File: config.mk
export PLATFORM = sky130hd
export DESIGN_NAME = free_block_bitmap_allocator
export DESIGN_NICKNAME = d
export VERILOG_FILES = /design/src/sv/fbba_pkg.sv /design/src/sv/free_block_bitmap_allocator.sv
export SDC_FILE = /design/constraint.sdc
export NUM_CORES = 2
export LEC_CHECK = 0
export ABC_AREA = 1
export BUFFER_PORTS_ARGS = -buffer_cell sky130_fd_sc_hd__buf_4
export CORE_ASPECT_RATIO = 1.1
export CORE_MARGIN = 2
export CORE_UTILIZATION = 50
export DETAILED_ROUTE_END_ITERATION = 6
export HOLD_SLACK_MARGIN = 0.06
export PLACE_DENSITY_LB_ADDON = 0.05
export SLEW_MARGIN = 5
export SYNTH_ARGS = -nofsm -noshare
export SYNTH_HDL_FRONTEND = slang
export SYNTH_SLANG_ARGS = --single-unit
File: constraint.sdc
create_clock -name i_clk -period 8.1 [get_ports i_clk]
set_input_delay 1.215 -clock i_clk [delete_from_list [all_inputs] [get_ports i_clk]]
set_output_delay 1.215 -clock i_clk [all_outputs]
set_load 0.05 [all_outputs]
File: src/sv/fbba_pkg.sv
// Shared types and constants for the free block bitmap allocator.
package fbba_pkg;

    localparam int unsigned DEF_MAX_BLOCKS    = 4096;
    localparam int unsigned DEF_MAP_WORD_BITS = 64;

    localparam int unsigned CMD_W  = 2;
    localparam int unsigned BLK_W  = 12;
    localparam int unsigned CNT_W  = 13;
    localparam int unsigned DATA_W = 32;
    localparam int unsigned ADDR_W = 3;

    localparam logic [CNT_W-1:0] BLOCK_COUNT_RESET = 13'd4096;

    localparam logic [CMD_W-1:0] CMD_SET   = 2'd0;
    localparam logic [CMD_W-1:0] CMD_CLEAR = 2'd1;
    localparam logic [CMD_W-1:0] CMD_TEST  = 2'd2;
    localparam logic [CMD_W-1:0] CMD_FIND  = 2'd3;

    localparam logic [0:0] REG_BLOCK_COUNT = 1'b0;

    typedef struct packed {
        logic [CMD_W-1:0] command;
        logic [BLK_W-1:0] block_number;
    } t_in_item;

    typedef struct packed {
        logic             bit_value;
        logic [BLK_W-1:0] free_block;
        logic             none_free;
        logic             range_error;
    } t_out_item;

endpackage

File: src/sv/free_block_bitmap_allocator.sv
// Free block bitmap allocator: used-block bitmap with set, clear, test and first-fit find.
// Set/clear/test go through S_ADDR and S_RMW to S_DONE; out-of-range or zero count
// goes straight to S_DONE; find scans map words in S_SCAN (one word per cycle through the
// single bitmap memory read port, up to MAP_WORDS). One transaction in flight.
// Reset: synchronous, active low; afterwards a clearing pass writes zero to all
// MAP_WORDS map words before the first transaction is taken.
module free_block_bitmap_allocator #(
    parameter int unsigned MAX_BLOCKS    = fbba_pkg::DEF_MAX_BLOCKS,
    parameter int unsigned MAP_WORD_BITS = fbba_pkg::DEF_MAP_WORD_BITS
) (
    input  logic                            i_clk,
    input  logic                            i_rst_n,
    input  logic                            i_in_valid,
    output logic                            o_in_stall,
    input  fbba_pkg::t_in_item              i_in_data,
    output logic                            o_out_valid,
    input  logic                            i_out_stall,
    output fbba_pkg::t_out_item             o_out_data,
    input  logic                            psel,
    input  logic                            penable,
    input  logic                            pwrite,
    input  logic [fbba_pkg::ADDR_W-1:0]     paddr,
    input  logic [fbba_pkg::DATA_W-1:0]     pwdata,
    output logic [fbba_pkg::DATA_W-1:0]     prdata,
    output logic                            pready
);

    localparam int unsigned MWB       = MAP_WORD_BITS;
    localparam int unsigned MAP_WORDS = (MAX_BLOCKS + MAP_WORD_BITS - 1) / MAP_WORD_BITS;
    localparam int unsigned WAW       = (MAP_WORDS > 1) ? $clog2(MAP_WORDS) : 1;
    localparam int unsigned OFW       = $clog2(MAP_WORD_BITS);
    localparam int unsigned CW        = fbba_pkg::CNT_W;
    localparam int unsigned BW        = fbba_pkg::BLK_W;
    localparam int unsigned CNT_MAX   = (1 << CW) - 1;
    localparam int unsigned EFF_CAP   = (MAX_BLOCKS < CNT_MAX) ? MAX_BLOCKS : CNT_MAX;
    localparam int unsigned DIV_SH    = BW + 8;
    localparam int unsigned RECIP     = ((1 << DIV_SH) + MAP_WORD_BITS - 1) / MAP_WORD_BITS;
    localparam int unsigned RCP_W     = DIV_SH - 2;
    localparam int unsigned PRD_W     = BW + RCP_W;

    typedef enum logic [2:0] {
        S_CLEAR,
        S_IDLE,
        S_ADDR,
        S_RMW,
        S_SCAN,
        S_DONE
    } t_state;

    t_state              r_state, n_state;
    logic [1:0]          r_cmd, n_cmd;
    logic [BW-1:0]       r_blk, n_blk;
    logic [PRD_W-1:0]    r_prod, n_prod;
    logic [WAW-1:0]      r_widx, n_widx;
    logic [OFW-1:0]      r_off, n_off;
    logic [CW-1:0]       r_rem, n_rem;
    logic [CW-1:0]       r_base, n_base;
    fbba_pkg::t_out_item r_res, n_res;
    fbba_pkg::t_out_item r_out, n_out;
    logic                r_out_valid, n_out_valid;
    logic [CW-1:0]       r_count, n_count;

    logic [MWB-1:0]      mem [MAP_WORDS];
    logic [MWB-1:0]      r_rd;
    logic                mem_we;
    logic [WAW-1:0]      mem_waddr;
    logic [MWB-1:0]      mem_wdata;
    logic [WAW-1:0]      rd_addr;

    logic [CW-1:0]       eff_cnt;
    logic                out_free;
    logic                cfg_wr;
    logic [PRD_W-1:0]    q_full;
    logic [CW-1:0]       qm;
    logic [CW-1:0]       rem_full;
    logic [MWB-1:0]      bit_mask;
    logic                scan_found;
    logic [OFW-1:0]      scan_pos;
    logic [CW-1:0]       scan_blk;

    assign eff_cnt  = (r_count > CW'(EFF_CAP)) ? CW'(EFF_CAP) : r_count;
    assign out_free = !r_out_valid || !i_out_stall;
    assign cfg_wr   = psel && penable && pwrite &&
                      (paddr[2:2] == fbba_pkg::REG_BLOCK_COUNT);
    assign q_full   = r_prod >> DIV_SH;
    assign qm       = CW'(q_full[BW-1:0] * MAP_WORD_BITS);
    assign rem_full = {1'b0, r_blk} - qm;
    assign bit_mask = MWB'(1) << (OFW'(MAP_WORD_BITS - 1) - r_off);
    assign scan_blk = r_base + CW'(scan_pos);

    // lowest free block in the current word; bits past the count read as used
    always_comb begin
        scan_found = 1'b0;
        scan_pos   = '0;
        for (int j = MWB - 1; j >= 0; j--) begin
            if (!r_rd[MWB-1-j] && (CW'(j) < r_rem)) begin
                scan_found = 1'b1;
                scan_pos   = OFW'(j);
            end
        end
    end

    always_comb begin
        n_state     = r_state;
        n_cmd       = r_cmd;
        n_blk       = r_blk;
        n_prod      = r_prod;
        n_widx      = r_widx;
        n_off       = r_off;
        n_rem       = r_rem;
        n_base      = r_base;
        n_res       = r_res;
        n_out       = r_out;
        n_out_valid = r_out_valid && i_out_stall;
        n_count     = cfg_wr ? pwdata[CW-1:0] : r_count;
        mem_we      = 1'b0;
        mem_waddr   = r_widx;
        mem_wdata   = '0;
        rd_addr     = r_widx;

        case (r_state)
            S_CLEAR: begin
                mem_we = 1'b1;
                if (r_widx == WAW'(MAP_WORDS - 1)) begin
                    n_widx  = '0;
                    n_state = S_IDLE;
                end else begin
                    n_widx = r_widx + WAW'(1);
                end
            end
            S_IDLE: begin
                if (i_in_valid) begin
                    n_cmd = i_in_data.command;
                    n_blk = i_in_data.block_number;
                    n_res = '0;
                    if (i_in_data.command == fbba_pkg::CMD_FIND) begin
                        if (eff_cnt == '0) begin
                            n_res.none_free = 1'b1;
                            n_state         = S_DONE;
                        end else begin
                            rd_addr = '0;
                            n_widx  = '0;
                            n_base  = '0;
                            n_rem   = eff_cnt;
                            n_state = S_SCAN;
                        end
                    end else if ({1'b0, i_in_data.block_number} >= eff_cnt) begin
                        n_res.range_error = 1'b1;
                        n_state           = S_DONE;
                    end else begin
                        n_prod  = PRD_W'(i_in_data.block_number * RECIP);
                        n_state = S_ADDR;
                    end
                end
            end
            S_ADDR: begin
                n_widx  = q_full[WAW-1:0];
                n_off   = rem_full[OFW-1:0];
                rd_addr = q_full[WAW-1:0];
                n_state = S_RMW;
            end
            S_RMW: begin
                case (r_cmd)
                    fbba_pkg::CMD_SET: begin
                        mem_we    = 1'b1;
                        mem_wdata = r_rd | bit_mask;
                    end
                    fbba_pkg::CMD_CLEAR: begin
                        mem_we    = 1'b1;
                        mem_wdata = r_rd & ~bit_mask;
                    end
                    fbba_pkg::CMD_TEST: begin
                        n_res.bit_value = |(r_rd & bit_mask);
                    end
                    default: begin
                    end
                endcase
                n_state = S_DONE;
            end
            S_SCAN: begin
                if (scan_found) begin
                    n_res.free_block = scan_blk[BW-1:0];
                    n_state          = S_DONE;
                end else if (r_rem <= CW'(MAP_WORD_BITS)) begin
                    n_res.none_free = 1'b1;
                    n_state         = S_DONE;
                end else begin
                    n_rem   = r_rem - CW'(MAP_WORD_BITS);
                    n_base  = r_base + CW'(MAP_WORD_BITS);
                    n_widx  = r_widx + WAW'(1);
                    rd_addr = r_widx + WAW'(1);
                end
            end
            S_DONE: begin
                if (out_free) begin
                    n_out       = r_res;
                    n_out_valid = 1'b1;
                    n_state     = S_IDLE;
                end
            end
            default: begin
                n_state = S_IDLE;
            end
        endcase
    end

    always_ff @(posedge i_clk) begin
        if (!i_rst_n) begin
            r_state     <= S_CLEAR;
            r_widx      <= '0;
            r_out_valid <= 1'b0;
            r_count     <= fbba_pkg::BLOCK_COUNT_RESET;
        end else begin
            r_state     <= n_state;
            r_widx      <= n_widx;
            r_out_valid <= n_out_valid;
            r_count     <= n_count;
        end
        r_cmd  <= n_cmd;
        r_blk  <= n_blk;
        r_prod <= n_prod;
        r_off  <= n_off;
        r_rem  <= n_rem;
        r_base <= n_base;
        r_res  <= n_res;
        r_out  <= n_out;
    end

    always_ff @(posedge i_clk) begin
        if (mem_we) begin
            mem[mem_waddr] <= mem_wdata;
        end
        r_rd <= mem[rd_addr];
    end

    assign o_in_stall  = (r_state != S_IDLE);
    assign o_out_valid = r_out_valid;
    assign o_out_data  = r_out;
    assign pready      = 1'b1;
    assign prdata      = (paddr[2:2] == fbba_pkg::REG_BLOCK_COUNT) ?
                         {{(fbba_pkg::DATA_W - CW){1'b0}}, r_count} : '0;

endmodule

==> metrics.txt <==
vias in the first global route=107000; drt total wl=575000 um; family with the most delay on the worst path=simple AND/OR/NAND/NOR gates; DR WL/cell=29.5 um; FMAX=137 MHz; Clock Path Buffers=4; Core Footprint=350000 sq um; worst path required time=8.96 ns; Max Slew Vio Count=0; final worst path period share=90.1%; total CTS buffers=437; Worst Skew=0.0975 ns; Final setup viols=0; Rows=228; DP Wirelength=303000 um; RSZ-0062 raised after global routing=no; filler instances=28700; register area share after synthesis=72.1%; Largest stage delay, worst path=0.75 ns; nets@finish=14600; hold slack final=0.416 ns; CP bufs+invs=6; measured slew at the worst slew-check pin=1.18 ns; Ports=106; Leak=71.0 nW; hold buffer count at CTS=0; TritonRoute pass-1 iters=6; min-delay worst type=reg -> reg; multi-input combinational cell area=37500 sq um; critical-path maximum fanout=70; register area=127000 sq um; Via-to-Cell Ratio=5.95; Synth Area in XOR/XNOR=0.0249%; Tot GR Track Use=31.9%; outcome=complete, no violations; P per Cell Area=332 nW/um^2; peak supply drop=0.335 mV; Ys Warns=0; Setup Fix Bufs, Post-CTS=0; Adder-Cell Fraction of Synth Area=0.114%; compound-gate portion of the synthesized area=11.3%; Root Driver=clkbuf_16; Clk pin slew, worst setup/hold paths=0.07 ns; routability cong.=0.891; kind of critical path=reg -> reg; largest net degree at the start of global routing=144; Critical Path AT=8.15 ns; Worst-Skew Late Latency=1.00 ns; die width=570 um; CP max stage cell=inv_8; antenna violations before repair=36; cell area after synthesis=176000 sq um; area delta synth->final=12.6%; DR vias=116000; CTS resizes=0; Syn Inst Count=14500; Crit. End Element=register; Sum Neg Setup Slack=0 ns; main combinational cell family by area after synthesis=compound AO/OA/AOI/OAI gates; first-pass GRT wire length=804000 um; CTS H-Tree Depth=5; Avg Synthesized Cell Area=12.1 sq um; slew margin rel.=21.4%; CTS sink cnt=4252; Worst Setup Start Kind=register; synth unique cells=57; mux contribution to synthesized area=0%; initial DRC count=15400; I/O Buffers=64; TritonCTS clock tree=yes; Initial Util=50.2%; final hold vios=0; Die ar.=357000 sq um; die height=626 um; min Tclk post-route=7.29 ns; maxcap violations=0; #FFs+latches synth=4252; post-route antenna net violation count=0; drt drc=0; total grt overflow=0; most used cell, CP=nand3_1; share of layout cells above drive strength 1=8.88%; post-synthesis simple-gate area fraction=9.17%
## synth_stat cells (all sizes together)
master   number  share of area [%]
dfxtp        87               0.99
a211o         5              0.028
o2111ai       4              0.020
a32oi         6              0.030
clkbuf      416               0.91
a21oi      1149                3.3
conb          2             0.0043
o22ai         4              0.014
ha           16               0.11
nand2      1334                2.9
a31oi        10              0.036
o21ai      1153                3.3
nor2        240               0.54
o211ai     1037                4.4
buf         545                1.6
inv        2244                4.8
a211oi        2             0.0085
a221oi        3              0.015
edfxtp     4165                 71
and3          2             0.0071
nor3         22              0.063
a22oi         1             0.0043
xor2          4              0.020
clkinv        3             0.0064
nor4          8              0.032
or4           1             0.0043
o221ai        7              0.035
xnor2         1             0.0050
o21bai       11              0.049
nand4         8              0.028
o221a         1             0.0064
a311oi        1             0.0050
nand3      1977                5.6
o31ai         4              0.017
a2111oi       4              0.020
a21o          1             0.0043
a22o          6              0.030
o41ai         2              0.010
a41oi         1             0.0050
or2           2             0.0071
or3           1             0.0036
## registers in the layout, summed over array words and instances (netlist names)
name	count
r_count	13
r_base	6
mem_waddr	6
mem	4096
r_res	15
r_cmd	2
o_out_data	15
r_rem	13
r_rd	64
r_state	3
r_prod	6
r_blk	6
o_out_valid	1
r_off	6
## stage by stage
stage / total power [mW] / setup WS, ns / util [%] / cell area, sq um / cells
global placement: 45.1 / 0.816 / 52.4 / 183000 / 18600
detailed placement: 45.4 / 0.880 / 52.4 / 183000 / 18600
CTS: 65.9 / 0.853 / 56.6 / 198000 / 19500
global route: 68.7 / 0.402 / 56.6 / 198000 / 19500
finish: 65.7 / 0.806 / 56.6 / 198000 / 19500
floorplan: 38.5 / 3.75 / - / 176000 / 14500
## worst paths after layout
check	startpoint	slack, ns	to	depth (start not counted)
hold reg to reg	r_res[13]$_DFFE_PP_	0.42	o_out_data[13]$_DFFE_PP_	0
setup reg to reg	r_rem[4]$_DFFE_PP_	0.81	r_rd[52]$_DFF_P_	26
setup / recovery	r_rem[4]$_DFFE_PP_	0.81	r_rd[52]$_DFF_P_	26
hold / removal	r_res[13]$_DFFE_PP_	0.42	o_out_data[13]$_DFFE_PP_	0
## logic make-up after synthesis
kind of cell | count (synthesis)
xor gates and xnor gates | 5
DFF | 4252
other | 2
and+or+nand+nor | 3595
buffers and inverters | 3208
AOI/OAI and AO/OA | 3412
adders and majority gates | 16
## final cells by class
class	count	area share, %
tap	4600	2.90
antenna	3	0.00379
multi-input combinational	7048	18.9
timing repair buffer	500	2.44
sequential	4252	64.0
inverter	2247	4.33
clock buffer	551	5.89
clock inverter	259	1.52
## per-layer routing
| layer | up-vias | global-route usage [%] | part of all wire, % |
|---|---|---|---|
| li1 | 52000 | - | - |
| met1 | 57900 | 46.9 | 43 |
| met2 | 5062 | 49.8 | 46 |
| met3 | 929 | 3.91 | 8.2 |
| met4 | 2 | 9.55 | 3.3 |
| met5 | - | 0 | 0.0016 |
## placed cells by master, fill, tap and decap left out, types with 5 or more instances in the layout
cell type,netlist,routed
inv_2,11,8
dfxtp_1,87,87
clkinv_16,0,8
o21bai_1,10,9
nor4_1,7,7
o21ai_1,649,650
nor3_1,22,20
clkbuf_8,4,21
ha_1,16,16
conb_1,2,20
o221ai_1,7,7
a31oi_1,10,10
edfxtp_1,4165,4165
bufinv_16,0,58
a32oi_1,6,6
clkinv_2,0,76
o21ai_0,502,501
a21oi_2,9,9
clkinv_1,3,94
nand2_1,1327,1327
nor2_4,5,47
o211ai_1,1037,1037
buf_4,33,414
clkinv_8,0,5
inv_8,0,5
nor2_1,231,189
a22o_1,6,6
nand3_1,1977,1977
clkbuf_16,0,442
a21oi_1,1140,1072
inv_6,0,31
clkbuf_1,412,88
inv_1,2232,2206
clkinvlp_4,0,8
nand4_1,8,8
a211o_2,5,5
a21oi_4,0,68
buf_12,0,86
## power breakdown
part           switching, mW  total, mW  internal (mW)
clock network           8.63       20.7           12.1
registers              0.642       25.7           25.0
logic                   13.9       19.4           5.47
## worst reg2reg max path, cell delays in order (launching register included)
cell      delay (ns)
edfxtp_1        0.59
nor2_1          0.40
inv_1           0.22
nor2_1          0.33
inv_1           0.10
nor2_1          0.56
a21oi_2         0.15
nor4_1          0.27
nand4_1         0.17
nor4_2          0.45
nand3_1         0.36
nor2_4          0.31
inv_2           0.10
a21oi_1         0.13
o21ai_1         0.08
nand2_1         0.08
a21oi_1         0.10
inv_8           0.75
buf_4           0.77
buf_4           0.51
a21oi_1         0.10
o21ai_0         0.10
nand3_1         0.10
nand3_1         0.14
nand3_1         0.09
nand3_1         0.13
nand2_1         0.06
Power figures use the tool's default switching activity.
